--- src/sv/mfhp_pkg.sv ---
`timescale 1ns / 1ps
`default_nettype none
// ----------------------------------------------------------------------------
// mfhp_pkg
// Types and codes shared by the MQTT fixed-header parser modules.
// ----------------------------------------------------------------------------
package mfhp_pkg;

    // Parse phase after each byte
    typedef enum logic [2:0] {
        PH_CTRL = 3'd0,
        PH_LEN  = 3'd1,
        PH_BODY = 3'd2,
        PH_DONE = 3'd3,
        PH_ERR  = 3'd4
    } phase_t;

    typedef enum logic [1:0] {
        ERR_NONE    = 2'd0,
        ERR_CTRL    = 2'd1,
        ERR_LEN     = 2'd2,
        ERR_CONNECT = 2'd3
    } err_t;

    // Protocol name seen in the CONNECT header
    typedef enum logic [1:0] {
        KIND_NONE = 2'd0,
        KIND_V4   = 2'd1,
        KIND_V3   = 2'd2
    } kind_t;

    // Control packet types with special rules
    localparam logic [3:0] TYPE_RESERVED_LO = 4'd0;
    localparam logic [3:0] TYPE_CONNECT     = 4'd1;
    localparam logic [3:0] TYPE_PUBLISH     = 4'd3;
    localparam logic [3:0] TYPE_PUBREL      = 4'd6;
    localparam logic [3:0] TYPE_SUBSCRIBE   = 4'd8;
    localparam logic [3:0] TYPE_UNSUBSCRIBE = 4'd10;
    localparam logic [3:0] TYPE_RESERVED_HI = 4'd15;

    localparam logic [3:0] FLAGS_REQUIRED   = 4'h2;
    localparam logic [3:0] FLAGS_ZERO       = 4'h0;

    // CONNECT header constants
    localparam logic [7:0] NAME_LEN_V4      = 8'h04;
    localparam logic [7:0] NAME_LEN_V3      = 8'h06;
    localparam logic [7:0] LEVEL_V4         = 8'h04;
    localparam logic [7:0] LEVEL_V3         = 8'h03;
    localparam logic [3:0] HDR_IDX_MAX      = 4'd15;

    // One input beat
    typedef struct packed {
        logic [7:0] rx_byte;
        logic       session_connecting;
        logic       restart;
    } item_t;

    // Parser state carried between beats
    typedef struct packed {
        phase_t      phase;
        logic [3:0]  ptype;
        logic [3:0]  flags;
        logic [27:0] len_accum;
        logic [2:0]  len_cnt;
        logic [27:0] bytes_left;
        logic [3:0]  hdr_idx;
        kind_t       name_kind;
        logic [7:0]  level;
        logic [7:0]  cflags;
        logic [15:0] keep_alive;
        err_t        err;
    } state_t;

    // One result beat
    typedef struct packed {
        err_t        error_code;
        logic        packet_done;
        phase_t      parse_phase;
        logic [3:0]  packet_type;
        logic [3:0]  packet_flags;
        logic [27:0] remaining_length;
        logic [7:0]  protocol_level;
        logic [7:0]  connect_flag_bits;
        logic [15:0] keep_alive;
        logic [7:0]  body_byte;
        logic        body_valid;
    } result_t;

    // Expected protocol name character at position k of the name
    function automatic logic [7:0] name_char(input kind_t kind, input logic [3:0] k);
        logic [7:0] c;
        c = 8'h00;
        unique case (kind)
            KIND_V4: begin
                unique case (k[1:0])
                    2'd0: c = 8'h4D;
                    2'd1: c = 8'h51;
                    2'd2: c = 8'h54;
                    2'd3: c = 8'h54;
                endcase
            end
            KIND_V3: begin
                unique case (k)
                    4'd0:    c = 8'h4D;
                    4'd1:    c = 8'h51;
                    4'd2:    c = 8'h49;
                    4'd3:    c = 8'h73;
                    4'd4:    c = 8'h64;
                    4'd5:    c = 8'h70;
                    default: c = 8'h00;
                endcase
            end
            default: c = 8'h00;
        endcase
        return c;
    endfunction

endpackage
`default_nettype wire

--- src/sv/mqtt_fixed_header_parser_core.sv ---
`timescale 1ns / 1ps
`default_nettype none
// ----------------------------------------------------------------------------
// mqtt_fixed_header_parser_core
// MQTT fixed-header parser with remaining-length decode and CONNECT check.
// ----------------------------------------------------------------------------
// Usage:
//   s_ channel: one stream byte per beat with session_connecting and restart.
//   m_ channel: exactly one result beat per input beat, in order.
//   A beat accepted into the input register passes through the parse step
//   into the result register, which drives m_valid and the result ports.
//   Throughput: one byte per cycle unless a stall on m_ready fills both
//   registers; combinational update logic feeds the parser state register.
//   A result waiting on m_ready does not stop intake: the input register
//   takes one more beat, and s_ready drops only while both registers are
//   full and m_ready is low.
//   Reset (aresetn low, synchronous) empties both registers and returns the
//   parser to expect a control byte with all captured values zero.
//   Errors are held and repeated until a beat arrives with restart set.
//   MAX_LENGTH_BYTES (1 to 4) limits the remaining-length bytes accepted.
// ----------------------------------------------------------------------------
module mqtt_fixed_header_parser_core #(
    parameter int MAX_LENGTH_BYTES = 4
) (
    input  wire logic        aclk,
    input  wire logic        aresetn,
    input  wire logic        s_valid,
    output logic             s_ready,
    input  wire logic [7:0]  s_rx_byte,
    input  wire logic        s_session_connecting,
    input  wire logic        s_restart,
    output logic             m_valid,
    input  wire logic        m_ready,
    output logic [1:0]       m_error_code,
    output logic             m_packet_done,
    output logic [2:0]       m_parse_phase,
    output logic [3:0]       m_packet_type,
    output logic [3:0]       m_packet_flags,
    output logic [27:0]      m_remaining_length,
    output logic [7:0]       m_protocol_level,
    output logic [7:0]       m_connect_flag_bits,
    output logic [15:0]      m_keep_alive,
    output logic [7:0]       m_body_byte,
    output logic             m_body_valid
);
    import mfhp_pkg::*;

    item_t   s_item;
    item_t   item;
    logic    item_valid;
    logic    out_free;
    logic    advance;
    state_t  state_reg;
    state_t  state_next;
    result_t step_result;
    result_t result_out;

    assign s_item.rx_byte            = s_rx_byte;
    assign s_item.session_connecting = s_session_connecting;
    assign s_item.restart            = s_restart;

    // Move the held beat into the result register when there is room
    assign advance = item_valid && out_free;

    mfhp_in_stage u_in_stage (
        .aclk       (aclk),
        .aresetn    (aresetn),
        .s_valid    (s_valid),
        .s_ready    (s_ready),
        .s_item     (s_item),
        .advance    (advance),
        .item_valid (item_valid),
        .item       (item)
    );

    mfhp_step #(
        .MAX_LENGTH_BYTES (MAX_LENGTH_BYTES)
    ) u_step (
        .state_i    (state_reg),
        .item       (item),
        .state_next (state_next),
        .result     (step_result)
    );

    // Parser state register, updated once per byte
    always_ff @(posedge aclk) begin
        if (!aresetn) begin
            state_reg <= '0;
        end else if (advance) begin
            state_reg <= state_next;
        end
    end

    mfhp_out_stage u_out_stage (
        .aclk       (aclk),
        .aresetn    (aresetn),
        .load       (item_valid),
        .result_in  (step_result),
        .out_free   (out_free),
        .m_valid    (m_valid),
        .m_ready    (m_ready),
        .result_out (result_out)
    );

    // Drive the result ports
    assign m_error_code        = result_out.error_code;
    assign m_packet_done       = result_out.packet_done;
    assign m_parse_phase       = result_out.parse_phase;
    assign m_packet_type       = result_out.packet_type;
    assign m_packet_flags      = result_out.packet_flags;
    assign m_remaining_length  = result_out.remaining_length;
    assign m_protocol_level    = result_out.protocol_level;
    assign m_connect_flag_bits = result_out.connect_flag_bits;
    assign m_keep_alive        = result_out.keep_alive;
    assign m_body_byte         = result_out.body_byte;
    assign m_body_valid        = result_out.body_valid;

endmodule
`default_nettype wire

--- src/sv/mfhp_in_stage.sv ---
`timescale 1ns / 1ps
`default_nettype none
// ----------------------------------------------------------------------------
// mfhp_in_stage
// Input register: holds one accepted beat until the parse step takes it.
// ----------------------------------------------------------------------------
module mfhp_in_stage (
    input  wire logic           aclk,
    input  wire logic           aresetn,
    input  wire logic           s_valid,
    output logic                s_ready,
    input  wire mfhp_pkg::item_t s_item,
    input  wire logic           advance,
    output logic                item_valid,
    output mfhp_pkg::item_t     item
);
    import mfhp_pkg::*;

    logic  valid_reg;
    item_t item_reg;

    // Accept when empty or when the held beat moves on this cycle
    assign s_ready    = !valid_reg || advance;
    assign item_valid = valid_reg;
    assign item       = item_reg;

    always_ff @(posedge aclk) begin
        if (!aresetn) begin
            valid_reg <= 1'b0;
        end else if (s_ready) begin
            valid_reg <= s_valid;
        end
    end

    // Capture the payload of an accepted beat
    always_ff @(posedge aclk) begin
        if (s_valid && s_ready) begin
            item_reg <= s_item;
        end
    end

endmodule
`default_nettype wire

--- src/sv/mfhp_step.sv ---
`timescale 1ns / 1ps
`default_nettype none
// ----------------------------------------------------------------------------
// mfhp_step
// Parse logic for one byte: next parser state and the result beat.
// ----------------------------------------------------------------------------
module mfhp_step #(
    parameter int MAX_LENGTH_BYTES = 4
) (
    input  wire mfhp_pkg::state_t state_i,
    input  wire mfhp_pkg::item_t  item,
    output mfhp_pkg::state_t      state_next,
    output mfhp_pkg::result_t     result
);
    import mfhp_pkg::*;

    localparam logic [2:0] MaxCnt = 3'(MAX_LENGTH_BYTES);

    state_t      eff;
    state_t      nxt;
    logic [7:0]  b;
    logic [27:0] len_term;
    logic [27:0] len_sum;
    logic [27:0] left_dec;
    logic [3:0]  name_len;
    logic [3:0]  idx_new;
    logic        hdr_ok;
    logic        hdr_complete;
    kind_t       kind_new;
    logic [7:0]  cap_level;
    logic [7:0]  cap_cflags;
    logic [15:0] cap_keep;
    err_t        ecode;
    logic        done;
    logic        body_ok;

    assign b = item.rx_byte;

    // Control byte rules per packet type
    function automatic logic ctrl_ok(input logic [3:0] t, input logic [3:0] f,
                                     input logic conn);
        logic ok;
        unique case (t)
            TYPE_RESERVED_LO, TYPE_RESERVED_HI: ok = 1'b0;
            TYPE_CONNECT:                       ok = conn && (f == FLAGS_ZERO);
            TYPE_PUBLISH:                       ok = 1'b1;
            TYPE_PUBREL, TYPE_SUBSCRIBE, TYPE_UNSUBSCRIBE:
                                                ok = (f == FLAGS_REQUIRED);
            default:                            ok = (f == FLAGS_ZERO);
        endcase
        return ok;
    endfunction

    // Apply restart before the byte is taken
    always_comb begin
        eff = state_i;
        if (item.restart) begin
            eff.phase      = PH_CTRL;
            eff.err        = ERR_NONE;
            eff.len_accum  = '0;
            eff.len_cnt    = '0;
            eff.bytes_left = '0;
            eff.hdr_idx    = '0;
            eff.name_kind  = KIND_NONE;
        end
    end

    // Place the 7-bit length group at its position
    always_comb begin
        unique case (eff.len_cnt[1:0])
            2'd0: len_term = {21'd0, b[6:0]};
            2'd1: len_term = {14'd0, b[6:0], 7'd0};
            2'd2: len_term = {7'd0, b[6:0], 14'd0};
            2'd3: len_term = {b[6:0], 21'd0};
        endcase
    end

    assign len_sum  = eff.len_accum + len_term;
    assign left_dec = (eff.bytes_left != '0) ? eff.bytes_left - 28'd1 : eff.bytes_left;

    // Check one CONNECT header byte at the current header index
    always_comb begin
        name_len   = (eff.name_kind == KIND_V4) ? NAME_LEN_V4[3:0] : NAME_LEN_V3[3:0];
        hdr_ok     = 1'b1;
        kind_new   = eff.name_kind;
        cap_level  = eff.level;
        cap_cflags = eff.cflags;
        cap_keep   = eff.keep_alive;
        priority if (eff.hdr_idx == 4'd0) begin
            hdr_ok = (b == 8'h00);
        end else if (eff.hdr_idx == 4'd1) begin
            priority if (b == NAME_LEN_V4) begin
                kind_new = KIND_V4;
            end else if (b == NAME_LEN_V3) begin
                kind_new = KIND_V3;
            end else begin
                hdr_ok = 1'b0;
            end
        end else if (eff.name_kind == KIND_NONE) begin
            hdr_ok = 1'b0;
        end else if (eff.hdr_idx < name_len + 4'd2) begin
            hdr_ok = (b == name_char(eff.name_kind, eff.hdr_idx - 4'd2));
        end else if (eff.hdr_idx == name_len + 4'd2) begin
            hdr_ok = (b == ((eff.name_kind == KIND_V4) ? LEVEL_V4 : LEVEL_V3));
            if (hdr_ok) begin
                cap_level = b;
            end
        end else if (eff.hdr_idx == name_len + 4'd3) begin
            cap_cflags = b;
        end else if (eff.hdr_idx == name_len + 4'd4) begin
            cap_keep = {b, 8'h00};
        end else if (eff.hdr_idx == name_len + 4'd5) begin
            cap_keep = {eff.keep_alive[15:8], b};
        end else begin
            hdr_ok = 1'b1;
        end
    end

    // Saturate the header index and see whether the header is complete
    assign idx_new = (eff.hdr_idx == HDR_IDX_MAX) ? eff.hdr_idx : eff.hdr_idx + 4'd1;
    assign hdr_complete = (kind_new != KIND_NONE) &&
        (idx_new >= ((kind_new == KIND_V4) ? NAME_LEN_V4[3:0] + 4'd6
                                           : NAME_LEN_V3[3:0] + 4'd6));

    // Advance the parser by one byte
    always_comb begin
        nxt     = eff;
        ecode   = ERR_NONE;
        done    = 1'b0;
        body_ok = 1'b0;
        unique case (eff.phase)
            PH_CTRL, PH_DONE: begin
                nxt.ptype = b[7:4];
                nxt.flags = b[3:0];
                if (ctrl_ok(b[7:4], b[3:0], item.session_connecting)) begin
                    nxt.phase      = PH_LEN;
                    nxt.len_accum  = '0;
                    nxt.len_cnt    = '0;
                    nxt.bytes_left = '0;
                    nxt.hdr_idx    = '0;
                    nxt.name_kind  = KIND_NONE;
                    if (b[7:4] == TYPE_CONNECT) begin
                        nxt.level      = '0;
                        nxt.cflags     = '0;
                        nxt.keep_alive = '0;
                    end
                end else begin
                    nxt.phase = PH_ERR;
                    nxt.err   = ERR_CTRL;
                    ecode     = ERR_CTRL;
                end
            end
            PH_LEN: begin
                if (eff.len_cnt >= MaxCnt) begin
                    nxt.phase = PH_ERR;
                    nxt.err   = ERR_LEN;
                    ecode     = ERR_LEN;
                end else begin
                    nxt.len_accum = len_sum;
                    nxt.len_cnt   = eff.len_cnt + 3'd1;
                    if (!b[7]) begin
                        nxt.bytes_left = len_sum;
                        priority if (len_sum != '0) begin
                            nxt.phase = PH_BODY;
                        end else if (eff.ptype == TYPE_CONNECT) begin
                            nxt.phase = PH_ERR;
                            nxt.err   = ERR_CONNECT;
                            ecode     = ERR_CONNECT;
                        end else begin
                            nxt.phase = PH_DONE;
                            done      = 1'b1;
                        end
                    end
                end
            end
            PH_BODY: begin
                body_ok        = 1'b1;
                nxt.bytes_left = left_dec;
                if (eff.ptype == TYPE_CONNECT) begin
                    nxt.hdr_idx    = idx_new;
                    nxt.name_kind  = kind_new;
                    nxt.level      = cap_level;
                    nxt.cflags     = cap_cflags;
                    nxt.keep_alive = cap_keep;
                    body_ok        = hdr_ok && !((left_dec == '0) && !hdr_complete);
                end
                if (!body_ok) begin
                    nxt.phase = PH_ERR;
                    nxt.err   = ERR_CONNECT;
                    ecode     = ERR_CONNECT;
                end else if (left_dec == '0) begin
                    nxt.phase = PH_DONE;
                    done      = 1'b1;
                end
            end
            default: begin
                // Hold the error and repeat its code until restart
                ecode = eff.err;
            end
        endcase
    end

    assign state_next = nxt;

    // Build the result beat
    always_comb begin
        result.error_code        = ecode;
        result.packet_done       = done;
        result.parse_phase       = nxt.phase;
        result.packet_type       = nxt.ptype;
        result.packet_flags      = nxt.flags;
        result.remaining_length  = nxt.len_accum;
        result.protocol_level    = nxt.level;
        result.connect_flag_bits = nxt.cflags;
        result.keep_alive        = nxt.keep_alive;
        result.body_byte         = body_ok ? b : 8'h00;
        result.body_valid        = body_ok;
    end

endmodule
`default_nettype wire

--- src/sv/mfhp_out_stage.sv ---
`timescale 1ns / 1ps
`default_nettype none
// ----------------------------------------------------------------------------
// mfhp_out_stage
// Result register: holds one result beat until the receiver takes it.
// ----------------------------------------------------------------------------
module mfhp_out_stage (
    input  wire logic             aclk,
    input  wire logic             aresetn,
    input  wire logic             load,
    input  wire mfhp_pkg::result_t result_in,
    output logic                  out_free,
    output logic                  m_valid,
    input  wire logic             m_ready,
    output mfhp_pkg::result_t     result_out
);
    import mfhp_pkg::*;

    logic    valid_reg;
    result_t result_reg;

    // Free when empty or when the held beat leaves this cycle
    assign out_free   = !valid_reg || m_ready;
    assign m_valid    = valid_reg;
    assign result_out = result_reg;

    always_ff @(posedge aclk) begin
        if (!aresetn) begin
            valid_reg <= 1'b0;
        end else if (out_free) begin
            valid_reg <= load;
        end
    end

    // Capture a new result beat
    always_ff @(posedge aclk) begin
        if (load && out_free) begin
            result_reg <= result_in;
        end
    end

endmodule
`default_nettype wire

--- config.mk ---
export PLATFORM = sky130hd
export DESIGN_NAME = mqtt_fixed_header_parser_core
export DESIGN_NICKNAME = d
export VERILOG_FILES = /design/src/sv/mfhp_pkg.sv /design/src/sv/mqtt_fixed_header_parser_core.sv /design/src/sv/mfhp_in_stage.sv /design/src/sv/mfhp_step.sv /design/src/sv/mfhp_out_stage.sv
export SDC_FILE = /design/constraint.sdc
export NUM_CORES = 1
export LEC_CHECK = 0
export BUFFER_PORTS_ARGS = -buffer_cell sky130_fd_sc_hd__buf_2
export CORE_ASPECT_RATIO = 0.75
export CORE_MARGIN = 10
export CORE_UTILIZATION = 35
export DETAILED_ROUTE_END_ITERATION = 6
export SYNTH_ARGS = -nofsm -noshare
export SYNTH_HDL_FRONTEND = slang
export SYNTH_SLANG_ARGS = --single-unit
--- constraint.sdc ---
create_clock -name aclk -period 7.8 [get_ports aclk]
set_input_delay 1.17 -clock aclk [delete_from_list [all_inputs] [get_ports aclk]]
set_output_delay 1.17 -clock aclk [all_outputs]
set_load 0.005 [all_outputs]
* After elaboration in Yosys (flattened, before gate mapping)
Index checks and enable logic that the tools add are counted.
Word-level totals: flip-flop bits (word level) 205, bits of input ports 14, output and inout bits 85, logic and storage cells 194
Cells by class: $add $sub $neg 9, magnitude comparators 3, eq/ne operators 35, muxes and demuxes 90, reductions and logical operators 29
Operator list (number):
- 8-bit two-way mux | 18
- 16-bit two-way mux | 7
- 28-bit one-hot mux with 4 select lines | 1
- 97-bit two-way mux | 1
- 28-bit one-hot mux with 3 select lines | 1
- 38-bit one-hot mux with 2 select lines | 1
- 65-bit two-way mux | 1
- 31-bit one-hot mux with 2 select lines | 1
- 59-bit two-way mux | 1
- 28-bit two-way mux | 2
- 28-bit nonzero test | 2
- 7-bit one-hot mux with 6 select lines | 1
- 38-bit two-way mux | 1
- 2-bit two-way mux | 17
- 32-bit two-way mux | 1
- 3-bit two-way mux | 10
- 28-bit adder | 1
- 28-bit logical NOT | 1
- 28-bit by 1-bit subtractor with 28-bit output, second input constant | 1
- 8-bit one-hot mux with 3 select lines | 1
- 1-bit two-way mux | 18
- 4-bit by 1-bit == test with 1-bit output, second input constant | 4
- 4-bit by 2-bit == test with 1-bit output, second input constant | 4
- 4-bit == test | 4
- 32 further kinds | 66

* Logic depth before layout (Yosys ltp)
depth in word-level cells 20, gate-level depth with buffers 23, gate-level depth less buffers 16

* Modules after synthesis
Synthesis repeated with hierarchy kept, for this count alone.
Unflattened totals: cell total of the unflattened synthesis 1650, area total of the unflattened synthesis 13759.4 µm²
By module, submodules not included:
- mfhp_step | times used 1, cells each 1046, area an instance 6682.7 µm², seq. area each 0.0 µm²
- mqtt_fixed_header_parser_core | times used 1, cells each 501, area an instance 4169.0 µm², seq. area each 2202.1 µm²
- mfhp_out_stage | times used 1, cells each 88, area an instance 2549.9 µm², seq. area each 2512.4 µm²
- mfhp_in_stage | times used 1, cells each 15, area an instance 357.8 µm², seq. area each 320.3 µm²

* Worst setup path after synthesis
OpenSTA, ideal clock, no wires.
path kind reg2reg, start point register u_in_stage.item_reg (netlist bit u_in_stage.item[0]), end point register u_out_stage.result_reg (netlist bit u_out_stage.result_out[78]), data pin, setup time 0.262 ns, arrival 5.037 ns, data required time 7.538 ns, path slack 2.500 ns, stages on the path, launching flop included 23, buffers on the path 8, clock period less this slack 5.300 ns, cells stage by stage edfxtp_1 clkbuf_1 clkbuf_8 inv_1 clkbuf_1 clkbuf_1 clkbuf_8 clkbuf_1 clkbuf_1 o21ai_0 and2_1 ha_1 clkbuf_1 a21oi_1 a21oi_1 a21oi_1 a211oi_1 mux2i_1 nand3_1 nor4_1 nand4_1 a21oi_1 a21oi_1
RTL lines:
- from (decl) | line mfhp_in_stage.sv:20 | item_t item_reg;
- from (signal assigned) | line mfhp_in_stage.sv:38 | item_reg <= s_item;
- to (signal assigned) | line mfhp_out_stage.sv:38 | result_reg <= result_in;
- to (decl) | line mfhp_out_stage.sv:20 | result_t result_reg;

==> results.sh <==
export IMPL_grt_max_degree=116
export IMPL_ios=99
export IMPL_dp_cells=2094
export IMPL_report_final_slew_viol_count=0
export IMPL_fp_dieW_microns=245
export IMPL_drt_wl_total_microns=46300
export IMPL_postSynth_topFlopCell="dfxtp_1"
export IMPL_cts_tree="done"
export IMPL_commonest_non_fill_non_tap_cell_in_the_layout="nor2_1"
export IMPL_place_gp_congestion=0.932
export IMPL_synth_top_area_cell="edfxtp_1"
export IMPL_cp_data_required_time_ns=8.20
export IMPL_max_freq_ghz=0.186
export IMPL_cts_hold_buffers=0
export IMPL_synth_seq_area_share=0.378
export IMPL_worst_slew_pin_slew_ns=1.27
export IMPL_layout_filler_cells=3782
export IMPL_vias=12700
export IMPL_area_growth_pct=12.1
export IMPL_finalInstanceArea_sq_um=14900
export IMPL_post_drt_wl_per_cell_microns=21.6
export IMPL_ys_ff_latch=205
export IMPL_portBuffers=98
export IMPL_htree_levels=1
export IMPL_viasPerCell=5.95
export IMPL_grt_antenna_before_repair=0
export IMPL_clock_path_buffers=3
export IMPL_setup_viol=0
export IMPL_max_cap_violations=0
export IMPL_critPathMaxFanout=17
export IMPL_post_synthesis_net_count=1639
export IMPL_detailedPlacementHpwl_microns=32100
export IMPL_placementRows=61
export IMPL_dieArea_sq_um=46300
export IMPL_yosysTopAreaCellShare=0.210
export IMPL_cts_reportedPaths_clkPinSlew_ns=0.06
export IMPL_largest_clock_skew_in_the_final_design_ns=0.0167
export IMPL_leakage_power_nw=5.55
export IMPL_cts_buffers=25
export IMPL_nets=1674
export IMPL_post_syn_instances=1582
export IMPL_holdCritStartpoint="state_reg[26]"
export IMPL_drt_first_iter_violations=1688
export IMPL_setup_worst_path_end_class="register"
export IMPL_number_of_cells_upsized_or_downsized_after_cts=0
export IMPL_synth_enable_flop_cells=93
export IMPL_drt_pass1_iterations=6
export IMPL_drt_antenna_violating_nets=0
export IMPL_synth_area_per_cell_sq_um=8.41
export IMPL_antenna_cells_inserted=0
export IMPL_start_kind="register"
export IMPL_r2r_start="u_in_stage.item[0]"
export IMPL_hold_viol=0
export IMPL_ir_drop_mv=0.148
export IMPL_crit_arrival_ns=5.79
export IMPL_layout_cells_sized_above_1=0.138
export IMPL_insertion_delay_ns=0.56
export IMPL_clk_sink_count=205
export IMPL_post_synth_num_cell_types=96
export IMPL_synth_area_leaders="edfxtp_1 (21%), dfxtp_1 (17%), nor2_1 (6.0%), a21oi_1 (4.0%), ha_1 (3.9%)"
export IMPL_route_detailed_drc=0
export IMPL_start_util=0.357
export IMPL_first_global_vias=11600
export IMPL_placed_area_sq_um=14100
export IMPL_critPathKind="reg -> reg"
export IMPL_finalCritPeriodShare=0.691
export IMPL_largest_register_ffs=110
export IMPL_cts_root_buffer_cell="clkbuf_16"
export IMPL_layout_cells_non_filler=2140
export IMPL_final_cell_mix="nor2_1 (209), nand2_1 (129), dfxtp_1 (112), a21oi_1 (106), buf_2 (98)"
export IMPL_power_density_cell_area_nw_per_um2=192
export IMPL_critPathLaunch="u_in_stage.item[0]"
export IMPL_period_needed_ns=5.39
export IMPL_netlist_area_sq_um=13300
export IMPL_die_h_microns=189
export IMPL_slew_headroom=0.145
export IMPL_cts_setup_buffers=0
export IMPL_worst_hold_path_type="reg -> reg"
export IMPL_core_area_sq_um=37300
export IMPL_postSynth_asyncResetShare=0
export IMPL_setup_repair_after_global_routing_missed_its_margin="false"
export IMPL_grt_pass1_wl_microns=71000
export IMPL_final_setup_tns_ns=0
export IMPL_grt_usage=0.191
export IMPL_grt_ovfl_total=0
export IMPL_outcome="completed"
export IMPL_synth_warnings=0
[worst paths after layout]
kind         depth (start not counted)                         end  slack, ns
max                                 17  u_out_stage.result_out[82]       2.41
min                                  2               state_reg[26]       0.46
max reg2reg                         17  u_out_stage.result_out[82]       2.41
min reg2reg                          2               state_reg[26]       0.46
[logic make-up after synthesis]
group           after synthesis  share of synthesized area
compound gates              471                      0.242
xor+xnor                     33                     0.0217
fa+ha+maj                    43                     0.0410
buf+inv                     151                     0.0513
flops                       205                      0.378
mux                          23                     0.0183
simple gates                656                      0.248
[critical path: stages, from the launching register on]
cell	delay (ns)
edfxtp_1	0.32
buf_4	0.20
inv_1	0.30
o21ai_0	0.40
and2_1	0.22
ha_1	0.18
inv_1	0.07
fa_1	0.46
nand2b_1	0.18
a21oi_1	0.55
o211ai_1	0.33
a2111oi_0	0.71
o21a_1	0.20
o21bai_1	0.08
nor4_1	0.33
nand4_1	0.22
a21o_1	0.28
a21oi_1	0.17
[power by group]
group	internal [mW]	leakage [nW]	switching [mW]	total, mW
Combinational	0.165	3.36	0.324	0.489
Clock	0.674	0.393	0.494	1.17
Sequential	1.17	1.80	0.0377	1.21
[layer usage]
metal	global-route usage	up-vias	share of wire
met4	0.0460	0	0.022
met5	0	-	0
li1	-	5941	-
met3	0.0495	63	0.11
met2	0.259	636	0.39
met1	0.291	6090	0.48
[Yosys cell counts (24+ instances only)]
master,instances
a22o_1,47
nand2_1,129
a22oi_1,33
dfxtp_1,112
o21ai_0,87
clkbuf_1,94
nor2b_1,46
a21oi_1,106
nor2_1,212
inv_1,35
and2_1,45
nor3_1,72
edfxtp_1,93
ha_1,42
a31oi_1,24
[stage by stage]
| stage | hold slack (ns) | util | total power, mW | setup slack [ns] |
|---|---|---|---|---|
| floorplan | 0.436 | - | 1.55 | 2.50 |
| global placement | 0.443 | 0.378 | 1.71 | 2.61 |
| detailed placement | 0.453 | 0.378 | 1.71 | 2.54 |
| CTS | 0.461 | 0.400 | 2.88 | 2.52 |
| global route | 0.484 | 0.400 | 2.98 | 2.07 |
| finish | 0.462 | 0.400 | 2.87 | 2.41 |
[cell type report]
| type | instances | area [sq um] | area share |
|---|---|---|---|
| Multi-Input combinational cell | 1226 | 7610 | 0.510 |
| Sequential cell | 205 | 5030 | 0.338 |
| Timing Repair Buffer | 123 | 678 | 0.0455 |
| Clock buffer | 31 | 658 | 0.0441 |
| Tap cell | 504 | 631 | 0.0423 |
| Clock inverter | 15 | 159 | 0.0107 |
| Inverter | 36 | 140 | 0.00940 |
(Power assumes the default switching activity.)
